==> src/rtl/tse_pkg.sv <==
// tse_pkg: shared types and constants of the topological sort engine
// request and response payloads, command kinds, controller/datapath handshake
// no dependencies
`timescale 1ns / 1ps
`default_nettype none

package tse_pkg;

    localparam int NODE_W     = 5;
    // slots reachable through a 5-bit node field
    localparam int NODE_SLOTS = 32;

    typedef enum logic [1:0] {
        KIND_ADD_NODE = 2'd0,
        KIND_ADD_EDGE = 2'd1,
        KIND_SORT     = 2'd2,
        KIND_CLEAR    = 2'd3
    } t_kind;

    typedef struct packed {
        t_kind             kind;
        logic [NODE_W-1:0] node_a;
        logic [NODE_W-1:0] node_b;
    } t_in_req;

    typedef struct packed {
        logic [NODE_W-1:0] node_index;
        logic              node_valid;
        logic              last;
        logic              has_cycle;
    } t_out_rsp;

    // controller -> datapath
    typedef struct packed {
        logic apply;   // execute add node / add edge / clear
        logic init;    // start of a sort run
        logic count;   // edge scan that builds in-degrees
        logic seed;    // slot scan that queues zero in-degree nodes
        logic pop;     // take the queue head
        logic dec;     // edge scan that lowers successor in-degrees
        logic emit;    // load the output register
    } t_cmd;

    // datapath -> controller
    typedef struct packed {
        logic scan_done;
        logic seed_last;
        logic queue_empty;
        logic out_free;
    } t_stat;

endpackage

`default_nettype wire

==> src/rtl/tse_ctrl.sv <==
// tse_ctrl: sequencer of the topological sort engine
// steps a sort run through in-degree count, seeding, pop/scan and emit
// depends on tse_pkg
`timescale 1ns / 1ps
`default_nettype none

module tse_ctrl import tse_pkg::*; (
    input  wire logic  i_clk,
    input  wire logic  i_rst_n,
    input  wire logic  i_in_valid,
    input  wire t_kind i_kind,
    input  wire t_stat i_stat,
    output logic       o_in_stall,
    output t_cmd       o_cmd
);

    typedef enum logic [6:0] {
        S_IDLE  = 7'b0000001,
        S_INIT  = 7'b0000010,
        S_COUNT = 7'b0000100,
        S_SEED  = 7'b0001000,
        S_POP   = 7'b0010000,
        S_SCAN  = 7'b0100000,
        S_EMIT  = 7'b1000000
    } t_state;

    t_state r_state;
    t_state n_state;

    always_comb begin
        n_state    = r_state;
        o_cmd      = '0;
        o_in_stall = 1'b1;
        case (r_state)
            S_IDLE: begin
                o_in_stall = 1'b0;
                if (i_in_valid) begin
                    if (i_kind == KIND_SORT) begin
                        n_state = S_INIT;
                    end else begin
                        o_cmd.apply = 1'b1;
                    end
                end
            end
            S_INIT: begin
                o_cmd.init = 1'b1;
                n_state    = S_COUNT;
            end
            S_COUNT: begin
                o_cmd.count = 1'b1;
                if (i_stat.scan_done) begin
                    n_state = S_SEED;
                end
            end
            S_SEED: begin
                o_cmd.seed = 1'b1;
                if (i_stat.seed_last) begin
                    n_state = S_POP;
                end
            end
            S_POP: begin
                // empty here only when nothing was seeded
                if (i_stat.queue_empty) begin
                    n_state = S_EMIT;
                end else begin
                    o_cmd.pop = 1'b1;
                    n_state   = S_SCAN;
                end
            end
            S_SCAN: begin
                o_cmd.dec = 1'b1;
                if (i_stat.scan_done) begin
                    n_state = S_EMIT;
                end
            end
            S_EMIT: begin
                if (i_stat.out_free) begin
                    o_cmd.emit = 1'b1;
                    n_state    = i_stat.queue_empty ? S_IDLE : S_POP;
                end
            end
            default: begin
                n_state = S_IDLE;
            end
        endcase
    end

    always_ff @(posedge i_clk) begin
        if (!i_rst_n) begin
            r_state <= S_IDLE;
        end else begin
            r_state <= n_state;
        end
    end

endmodule

`default_nettype wire

==> src/rtl/tse_dp.sv <==
// tse_dp: datapath of the topological sort engine
// node-present bits, edge list memory, in-degree scratch, ready queue, output register
// depends on tse_pkg
`timescale 1ns / 1ps
`default_nettype none

module tse_dp import tse_pkg::*; #(
    parameter int MAX_NODES = 32,
    parameter int MAX_EDGES = 128
) (
    input  wire logic    i_clk,
    input  wire logic    i_rst_n,
    input  wire t_in_req i_req,
    input  wire t_cmd    i_cmd,
    output t_stat        o_stat,
    output logic         o_out_valid,
    input  wire logic    i_out_stall,
    output t_out_rsp     o_out_rsp
);

    localparam int SLOTS = (MAX_NODES < NODE_SLOTS) ? MAX_NODES : NODE_SLOTS;
    localparam int SW    = $clog2(SLOTS);
    localparam int CW    = $clog2(SLOTS + 1);
    localparam int AW    = $clog2(MAX_EDGES);
    localparam int EW    = $clog2(MAX_EDGES + 1);

    // graph
    logic [SLOTS-1:0]  r_present;
    logic [EW-1:0]     r_edge_cnt;
    logic [NODE_W-1:0] r_src_mem [MAX_EDGES];
    logic [NODE_W-1:0] r_dst_mem [MAX_EDGES];

    // edge scan
    logic [EW-1:0]     r_e;
    logic              r_rd_vld;
    logic [NODE_W-1:0] r_rd_src;
    logic [NODE_W-1:0] r_rd_dst;

    // sort run
    logic [EW-1:0]     r_indeg [SLOTS];
    logic [NODE_W-1:0] r_queue [SLOTS];
    logic [CW-1:0]     r_head;
    logic [CW-1:0]     r_tail;
    logic [CW-1:0]     r_emitted;
    logic [CW-1:0]     r_present_cnt;
    logic [SW-1:0]     r_slot;
    logic [NODE_W-1:0] r_cur;
    logic              r_have_cur;

    logic              r_out_valid;
    t_out_rsp          r_out_rsp;

    logic              a_ok;
    logic              b_ok;
    logic              add_node;
    logic              add_edge;
    logic              clear_all;
    logic              rd_issue;
    logic              scan_done;
    logic              queue_empty;
    logic [SW-1:0]     d_idx;
    logic [EW-1:0]     deg;
    logic              cnt_hit;
    logic              dec_hit;
    logic              push_dec;
    logic              seed_push;
    logic              push;
    logic [NODE_W-1:0] push_node;

    always_comb begin
        a_ok = ({1'b0, i_req.node_a} < (NODE_W + 1)'(SLOTS)) &&
               r_present[i_req.node_a[SW-1:0]];
        b_ok = ({1'b0, i_req.node_b} < (NODE_W + 1)'(SLOTS)) &&
               r_present[i_req.node_b[SW-1:0]];
        add_node  = i_cmd.apply && (i_req.kind == KIND_ADD_NODE) &&
                    ({1'b0, i_req.node_a} < (NODE_W + 1)'(SLOTS));
        add_edge  = i_cmd.apply && (i_req.kind == KIND_ADD_EDGE) && a_ok && b_ok &&
                    (r_edge_cnt < EW'(MAX_EDGES));
        clear_all = i_cmd.apply && (i_req.kind == KIND_CLEAR);

        rd_issue    = (i_cmd.count || i_cmd.dec) && (r_e != r_edge_cnt);
        scan_done   = (r_e == r_edge_cnt) && !r_rd_vld;
        queue_empty = (r_head == r_tail);

        // stored destinations are always present slots, so below SLOTS
        d_idx     = r_rd_dst[SW-1:0];
        deg       = r_indeg[d_idx];
        cnt_hit   = i_cmd.count && r_rd_vld;
        dec_hit   = i_cmd.dec && r_rd_vld && (r_rd_src == r_cur) && (deg != '0);
        push_dec  = dec_hit && (deg == EW'(1));
        seed_push = i_cmd.seed && r_present[r_slot] && (r_indeg[r_slot] == '0);
        push      = push_dec || seed_push;
        push_node = seed_push ? NODE_W'(r_slot) : r_rd_dst;

        o_stat.scan_done   = scan_done;
        o_stat.seed_last   = (r_slot == SW'(SLOTS - 1));
        o_stat.queue_empty = queue_empty;
        o_stat.out_free    = !r_out_valid || !i_out_stall;
    end

    always_ff @(posedge i_clk) begin
        if (!i_rst_n) begin
            r_present  <= '0;
            r_edge_cnt <= '0;
        end else if (clear_all) begin
            r_present  <= '0;
            r_edge_cnt <= '0;
        end else begin
            if (add_node) begin
                r_present[i_req.node_a[SW-1:0]] <= 1'b1;
            end
            if (add_edge) begin
                r_edge_cnt <= EW'(r_edge_cnt + 1'b1);
            end
        end
    end

    // edge list memory: one write port, one registered read port
    always_ff @(posedge i_clk) begin
        if (add_edge) begin
            r_src_mem[r_edge_cnt[AW-1:0]] <= i_req.node_a;
            r_dst_mem[r_edge_cnt[AW-1:0]] <= i_req.node_b;
        end
        if (rd_issue) begin
            r_rd_src <= r_src_mem[r_e[AW-1:0]];
            r_rd_dst <= r_dst_mem[r_e[AW-1:0]];
        end
    end

    always_ff @(posedge i_clk) begin
        if (!i_rst_n) begin
            r_e      <= '0;
            r_rd_vld <= 1'b0;
        end else begin
            r_rd_vld <= rd_issue;
            if (i_cmd.init) begin
                r_e <= '0;
            end else if (rd_issue) begin
                r_e <= EW'(r_e + 1'b1);
            end else if ((i_cmd.count || i_cmd.dec) && scan_done) begin
                r_e <= '0;
            end
        end
    end

    always_ff @(posedge i_clk) begin
        if (i_cmd.init) begin
            for (int i = 0; i < SLOTS; i++) begin
                r_indeg[i] <= '0;
            end
        end else if (cnt_hit) begin
            r_indeg[d_idx] <= EW'(deg + 1'b1);
        end else if (dec_hit) begin
            r_indeg[d_idx] <= EW'(deg - 1'b1);
        end
        if (push) begin
            r_queue[r_tail[SW-1:0]] <= push_node;
        end
    end

    always_ff @(posedge i_clk) begin
        if (!i_rst_n) begin
            r_head        <= '0;
            r_tail        <= '0;
            r_emitted     <= '0;
            r_present_cnt <= '0;
            r_slot        <= '0;
            r_have_cur    <= 1'b0;
        end else if (i_cmd.init) begin
            r_head        <= '0;
            r_tail        <= '0;
            r_emitted     <= '0;
            r_present_cnt <= '0;
            r_slot        <= '0;
            r_have_cur    <= 1'b0;
        end else begin
            if (i_cmd.seed) begin
                r_slot <= SW'(r_slot + 1'b1);
                if (r_present[r_slot]) begin
                    r_present_cnt <= CW'(r_present_cnt + 1'b1);
                end
            end
            if (push) begin
                r_tail <= CW'(r_tail + 1'b1);
            end
            if (i_cmd.pop) begin
                r_head     <= CW'(r_head + 1'b1);
                r_have_cur <= 1'b1;
            end
            if (i_cmd.emit) begin
                r_emitted <= CW'(r_emitted + 1'b1);
            end
        end
    end

    always_ff @(posedge i_clk) begin
        if (i_cmd.pop) begin
            r_cur <= r_queue[r_head[SW-1:0]];
        end
    end

    // output register; the node is sent after its scan so last is known
    always_ff @(posedge i_clk) begin
        if (!i_rst_n) begin
            r_out_valid <= 1'b0;
        end else if (i_cmd.emit) begin
            r_out_valid <= 1'b1;
        end else if (!i_out_stall) begin
            r_out_valid <= 1'b0;
        end
    end

    always_ff @(posedge i_clk) begin
        if (i_cmd.emit) begin
            r_out_rsp.node_index <= r_have_cur ? r_cur : '0;
            r_out_rsp.node_valid <= r_have_cur;
            r_out_rsp.last       <= queue_empty;
            r_out_rsp.has_cycle  <= queue_empty &&
                (r_have_cur ? (CW'(r_emitted + 1'b1) < r_present_cnt)
                            : (r_present_cnt != '0));
        end
    end

    assign o_out_valid = r_out_valid;
    assign o_out_rsp   = r_out_rsp;

endmodule

`default_nettype wire

==> src/rtl/topological_sort_engine_core.sv <==
// Topological sort engine (Kahn's algorithm) over a small directed graph.
// Input channel (i_in_valid / o_in_stall / i_in_req) takes one request:
// add node, add edge, run sort or clear graph. Output channel
// (o_out_valid / i_out_stall / o_out_rsp) returns the nodes of a sort in
// topological order, one response each; last marks the final one and
// has_cycle on it reports present nodes that were never emitted. An empty
// or fully cyclic graph gives one response with node_valid low.
// Add node, add edge and clear give no response and do not stall the input.
// A sort first builds in-degrees with a scan of the E stored edges and
// seeds the queue with a scan of the S = min(MAX_NODES, 32) slots, then
// pops each queued node and rescans the whole edge list through the
// single read port of the edge memory before emitting that node.
// Requests are not taken while a sort runs. A stalled response holds in
// the output register and the run waits for it.
// Reset (synchronous, active low) empties the graph and drops any run or
// pending response; edge memory contents need no clearing.
// Built from tse_ctrl (sequencer) and tse_dp (storage and arithmetic).
`timescale 1ns / 1ps
`default_nettype none

module topological_sort_engine_core import tse_pkg::*; #(
    parameter int MAX_NODES = 32,
    parameter int MAX_EDGES = 128
) (
    input  wire logic    i_clk,
    input  wire logic    i_rst_n,
    input  wire logic    i_in_valid,
    output logic         o_in_stall,
    input  wire t_in_req i_in_req,
    output logic         o_out_valid,
    input  wire logic    i_out_stall,
    output t_out_rsp     o_out_rsp
);

    t_cmd  cmd;
    t_stat stat;

    tse_ctrl u_ctrl (
        .i_clk      (i_clk),
        .i_rst_n    (i_rst_n),
        .i_in_valid (i_in_valid),
        .i_kind     (i_in_req.kind),
        .i_stat     (stat),
        .o_in_stall (o_in_stall),
        .o_cmd      (cmd)
    );

    tse_dp #(
        .MAX_NODES (MAX_NODES),
        .MAX_EDGES (MAX_EDGES)
    ) u_dp (
        .i_clk       (i_clk),
        .i_rst_n     (i_rst_n),
        .i_req       (i_in_req),
        .i_cmd       (cmd),
        .o_stat      (stat),
        .o_out_valid (o_out_valid),
        .i_out_stall (i_out_stall),
        .o_out_rsp   (o_out_rsp)
    );

endmodule

`default_nettype wire

==> config.mk <==
export PLATFORM = sky130hd
export DESIGN_NAME = topological_sort_engine_core
export DESIGN_NICKNAME = d
export VERILOG_FILES = /design/src/rtl/tse_pkg.sv /design/src/rtl/tse_ctrl.sv /design/src/rtl/tse_dp.sv /design/src/rtl/topological_sort_engine_core.sv
export SDC_FILE = /design/constraint.sdc
export NUM_CORES = 2
export LEC_CHECK = 0
export ABC_AREA = 0
export ABC_CLOCK_PERIOD_IN_PS = 6300
export BUFFER_PORTS_ARGS = -buffer_cell sky130_fd_sc_hd__buf_2
export CAP_MARGIN = 25
export CORE_ASPECT_RATIO = 0.5
export CORE_UTILIZATION = 38
export CTS_CLUSTER_SIZE = 25
export DETAILED_ROUTE_END_ITERATION = 8
export SYNTH_ARGS = -nofsm -noshare
export SYNTH_HDL_FRONTEND = slang
export SYNTH_SLANG_ARGS = --single-unit
==> constraint.sdc <==
create_clock -name i_clk -period 6.3 [get_ports i_clk]
set_input_delay 0.63 -clock i_clk [delete_from_list [all_inputs] [get_ports i_clk]]
set_output_delay 0.63 -clock i_clk [all_outputs]
set_load 0.005 [all_outputs]
==> impl_metrics.json <==
{
  "remaining_drc_errors": 0,
  "reg2reg_from": "u_dp.d_idx[1]",
  "area_growth_pct": 12.1,
  "antenna_found_initial": 13,
  "timing.fmax_mhz": 184,
  "cts_root_buf": "clkbuf_16",
  "seq_area_frac_synth_pct": 71.4,
  "start_kind": "flip-flop",
  "p_per_area_nw_per_um2": 284,
  "mostFrequentLayoutCells": "edfxtp_1 (1719), mux4_2 (499), nor2_1 (414), clkbuf_16 (175), mux2i_1 (138)",
  "postCtsHoldBufs": 0,
  "status": "finished clean",
  "synth_flop_cell": "edfxtp_1",
  "async_reset_ff_share_pct": 0,
  "synth_cell_types": 85,
  "setup_violations": 0,
  "finalCriticalPeriod_ps": 5420,
  "max_cap_viol_count": 0,
  "grt_pass1_wl_mm": 284,
  "synth_edf_count": 1719,
  "worstPathRequired_ps": 6780,
  "synth_area_leaders": "edfxtp_1 (69%), mux4_2 (15%), dfxtp_1 (2.5%)",
  "via_per_inst": 5.77,
  "syn_inst": 4025,
  "p_leak_nw": 25.3,
  "hold_viol": 0,
  "dieArea_um2": 199000,
  "ff2ff_setup_slack_ps": 880,
  "insertion_delay_ps": 830,
  "hpwl_mm": 127,
  "worstPathMaxFanout": 19,
  "clockBufferDepth": 4,
  "fin_setup_tns_ps": 0,
  "io_pins": 26,
  "worst_hold_path.endpoint": "u_ctrl.r_state[0]",
  "synth_nets": 4062,
  "port_buffers": 25,
  "die_h_um": 316,
  "cts_tree": "done",
  "grt_use_total_pct": 19.5,
  "fp.dieW_um": 630,
  "cp-startpoint": "u_dp.d_idx[1]",
  "pre_cts_ws_ps": 1090,
  "drv_slew": 0,
  "place_congestion": 0.971,
  "synthesis.area_um2": 74900,
  "floorplan.initialDensity_pct": 38.5,
  "whs_path_depth": 2,
  "tightestPinTransition_ps": 1140,
  "finalInstanceArea_um2": 84000,
  "yosysWarningCount": 0,
  "grt_overflow_total": 0,
  "first_pass_iters": 6,
  "min-delay-start": "i_rst_n",
  "nets": 4167,
  "endpoint_kind": "flip-flop",
  "grt_max_degree": 117,
  "final.period_utilization_pct": 86.1,
  "synth_top_area_share_pct": 68.9,
  "vias": 39613,
  "fin_skew_ps": 70.0,
  "peakVddDrop_uv": 205,
  "syn_area_per_cell_um2": 18.6,
  "postPlaceCellArea_um2": 78500,
  "clkTransAtPathRegs_ps": 60,
  "cts_setup_buffers": 0,
  "hold_class": "in -> reg",
  "rr_worst_depth": 11,
  "numCtsBuffers": 172,
  "layout_setup_ws_ps": 878,
  "cts_resized": 0,
  "routedWlPerCell_um": 28.5,
  "ys_ff_latch": 1811,
  "grt_setup_unrepaired": "no",
  "arrival_ps": 5900,
  "grt_pass1_vias": 39364,
  "htreeDepth": 4,
  "worst-setup-path-type": "reg -> reg",
  "rows": 114,
  "cts_sinks": 1811,
  "maxSlewHeadroom_pct": 23.3,
  "holdWs_ps": 99.8,
  "reg2reg_to": "u_dp.r_indeg[13][2]",
  "core-area_um2": 195000,
  "drive_above_1_share_pct": 24.6,
  "drt_iter0_drc": 4481,
  "synth_area_leader_cell": "edfxtp_1",
  "ant_nets": 0,
  "wirelength_mm": 196,
  "layout_commonest_cell": "edfxtp_1"
}
-- critical path: stages, from the launching register on --
cell and delay (ps):
edfxtp_1 920, buf_4 380, or4b_1 460, o22ai_1 210
nor4_1 550, and2_1 530, ha_1 330, and4_1 410
o32ai_2 130, o2bb2ai_2 610, buf_4 450, nor4_1 100
-- per-layer routing --
layer	track usage [%]	wire length, µm	up-vias
li1	-	-	16581
met5	0	0	-
met4	4.97	4980	0
met3	3.63	15500	304
met2	31.7	93400	1814
met1	27.3	82000	20914
-- report_power, final --
group	switching, mW	internal, mW
clock	4.36	5.56
sequential	0.119	13.3
combinational	0.417	0.0950
total	4.89	18.9
-- per-stage QoR --
| stage | util, % | std cells | power, mW |
|---|---|---|---|
| after global routing | 43.2 | 6863 | 24.5 |
| after CTS | 43.0 | 6830 | 24.0 |
| after detailed placement | 40.3 | 6533 | 14.2 |
| after global placement | 40.1 | 6502 | 14.1 |
| after floorplan | - | 4025 | 13.8 |
| final | 43.2 | 6864 | 23.8 |
-- state kept, by name (all words and copies together), names as in the netlist, named ones only --
name                flops
u_ctrl.r_state          7
u_dp.d_idx              5
u_dp.o_out_rsp          8
u_dp.o_out_valid        1
u_dp.r_cur              5
u_dp.r_dst_mem        640
u_dp.r_e                8
u_dp.r_edge_cnt         8
u_dp.r_emitted          6
u_dp.r_have_cur         1
u_dp.r_head             6
u_dp.r_indeg          256
u_dp.r_present         32
u_dp.r_present_cnt      6
u_dp.r_queue          160
u_dp.r_rd_src           5
u_dp.r_rd_vld           1
u_dp.r_slot             5
u_dp.r_src_mem        640
u_dp.r_tail             6
-- worst max-delay path by stage --
| stage | to | depth (start not counted) | slack [ps] |
|---|---|---|---|
| 2_1_floorplan | u_dp.r_queue[15][0] | 16 | 2500 |
| 3_3_place_gp | u_dp.r_queue[21][4] | 10 | 1160 |
| 4_1_cts | u_dp.r_queue[21][0] | 12 | 1090 |
| 5_1_grt | u_dp.r_queue[21][0] | 12 | 750 |
| 6_report | u_dp.r_indeg[13][2] | 11 | 880 |
| 3_5_place_dp | u_dp.r_queue[24][1] | 10 | 1090 |
-- cells by family after synthesis --
kind of cell | after synthesis | synth area share, %
flops | 1811 | 71.4
simple gates | 952 | 6.67
mux | 660 | 17.2
buf+inv | 279 | 1.70
compound gates | 259 | 2.21
xor+xnor | 43 | 0.503
fa+ha+maj | 21 | 0.351
-- cells in the mapped netlist, types with 10 or more instances --
| cell | count |
|---|---|
| a21oi_1 | 82 |
| a31oi_1 | 12 |
| and2_1 | 16 |
| buf_1 | 45 |
| buf_2 | 37 |
| buf_4 | 13 |
| buf_6 | 17 |
| clkbuf_1 | 138 |
| dfxtp_1 | 92 |
| edfxtp_1 | 1719 |
| ha_1 | 21 |
| inv_1 | 26 |
| mux2_2 | 23 |
| mux2i_1 | 138 |
| mux4_2 | 499 |
| nand2_1 | 120 |
| nand2b_1 | 11 |
| nand3_1 | 45 |
| nand3_2 | 15 |
| nand4_1 | 22 |
| nand4_4 | 10 |
| nor2_1 | 414 |
| nor2_2 | 31 |
| nor2b_1 | 21 |
| nor3_1 | 48 |
| nor3b_1 | 39 |
| nor4_1 | 72 |
| o21ai_0 | 20 |
| o22ai_1 | 80 |
| or3_1 | 11 |
| xnor2_1 | 21 |
| xor2_1 | 22 |
-- cell type report --
class / instances / area [µm²]
fillers: 16808 / 111000
repair buffers: 183 / 1690
well taps: 2610 / 3270
clock inverters: 74 / 633
flip-flops and latches: 1811 / 53500
clock buffers: 223 / 4610
multi-input cells: 1935 / 20200
inverters: 27 / 104
diodes: 1 / 2.50
(Power assumes the default switching activity.)
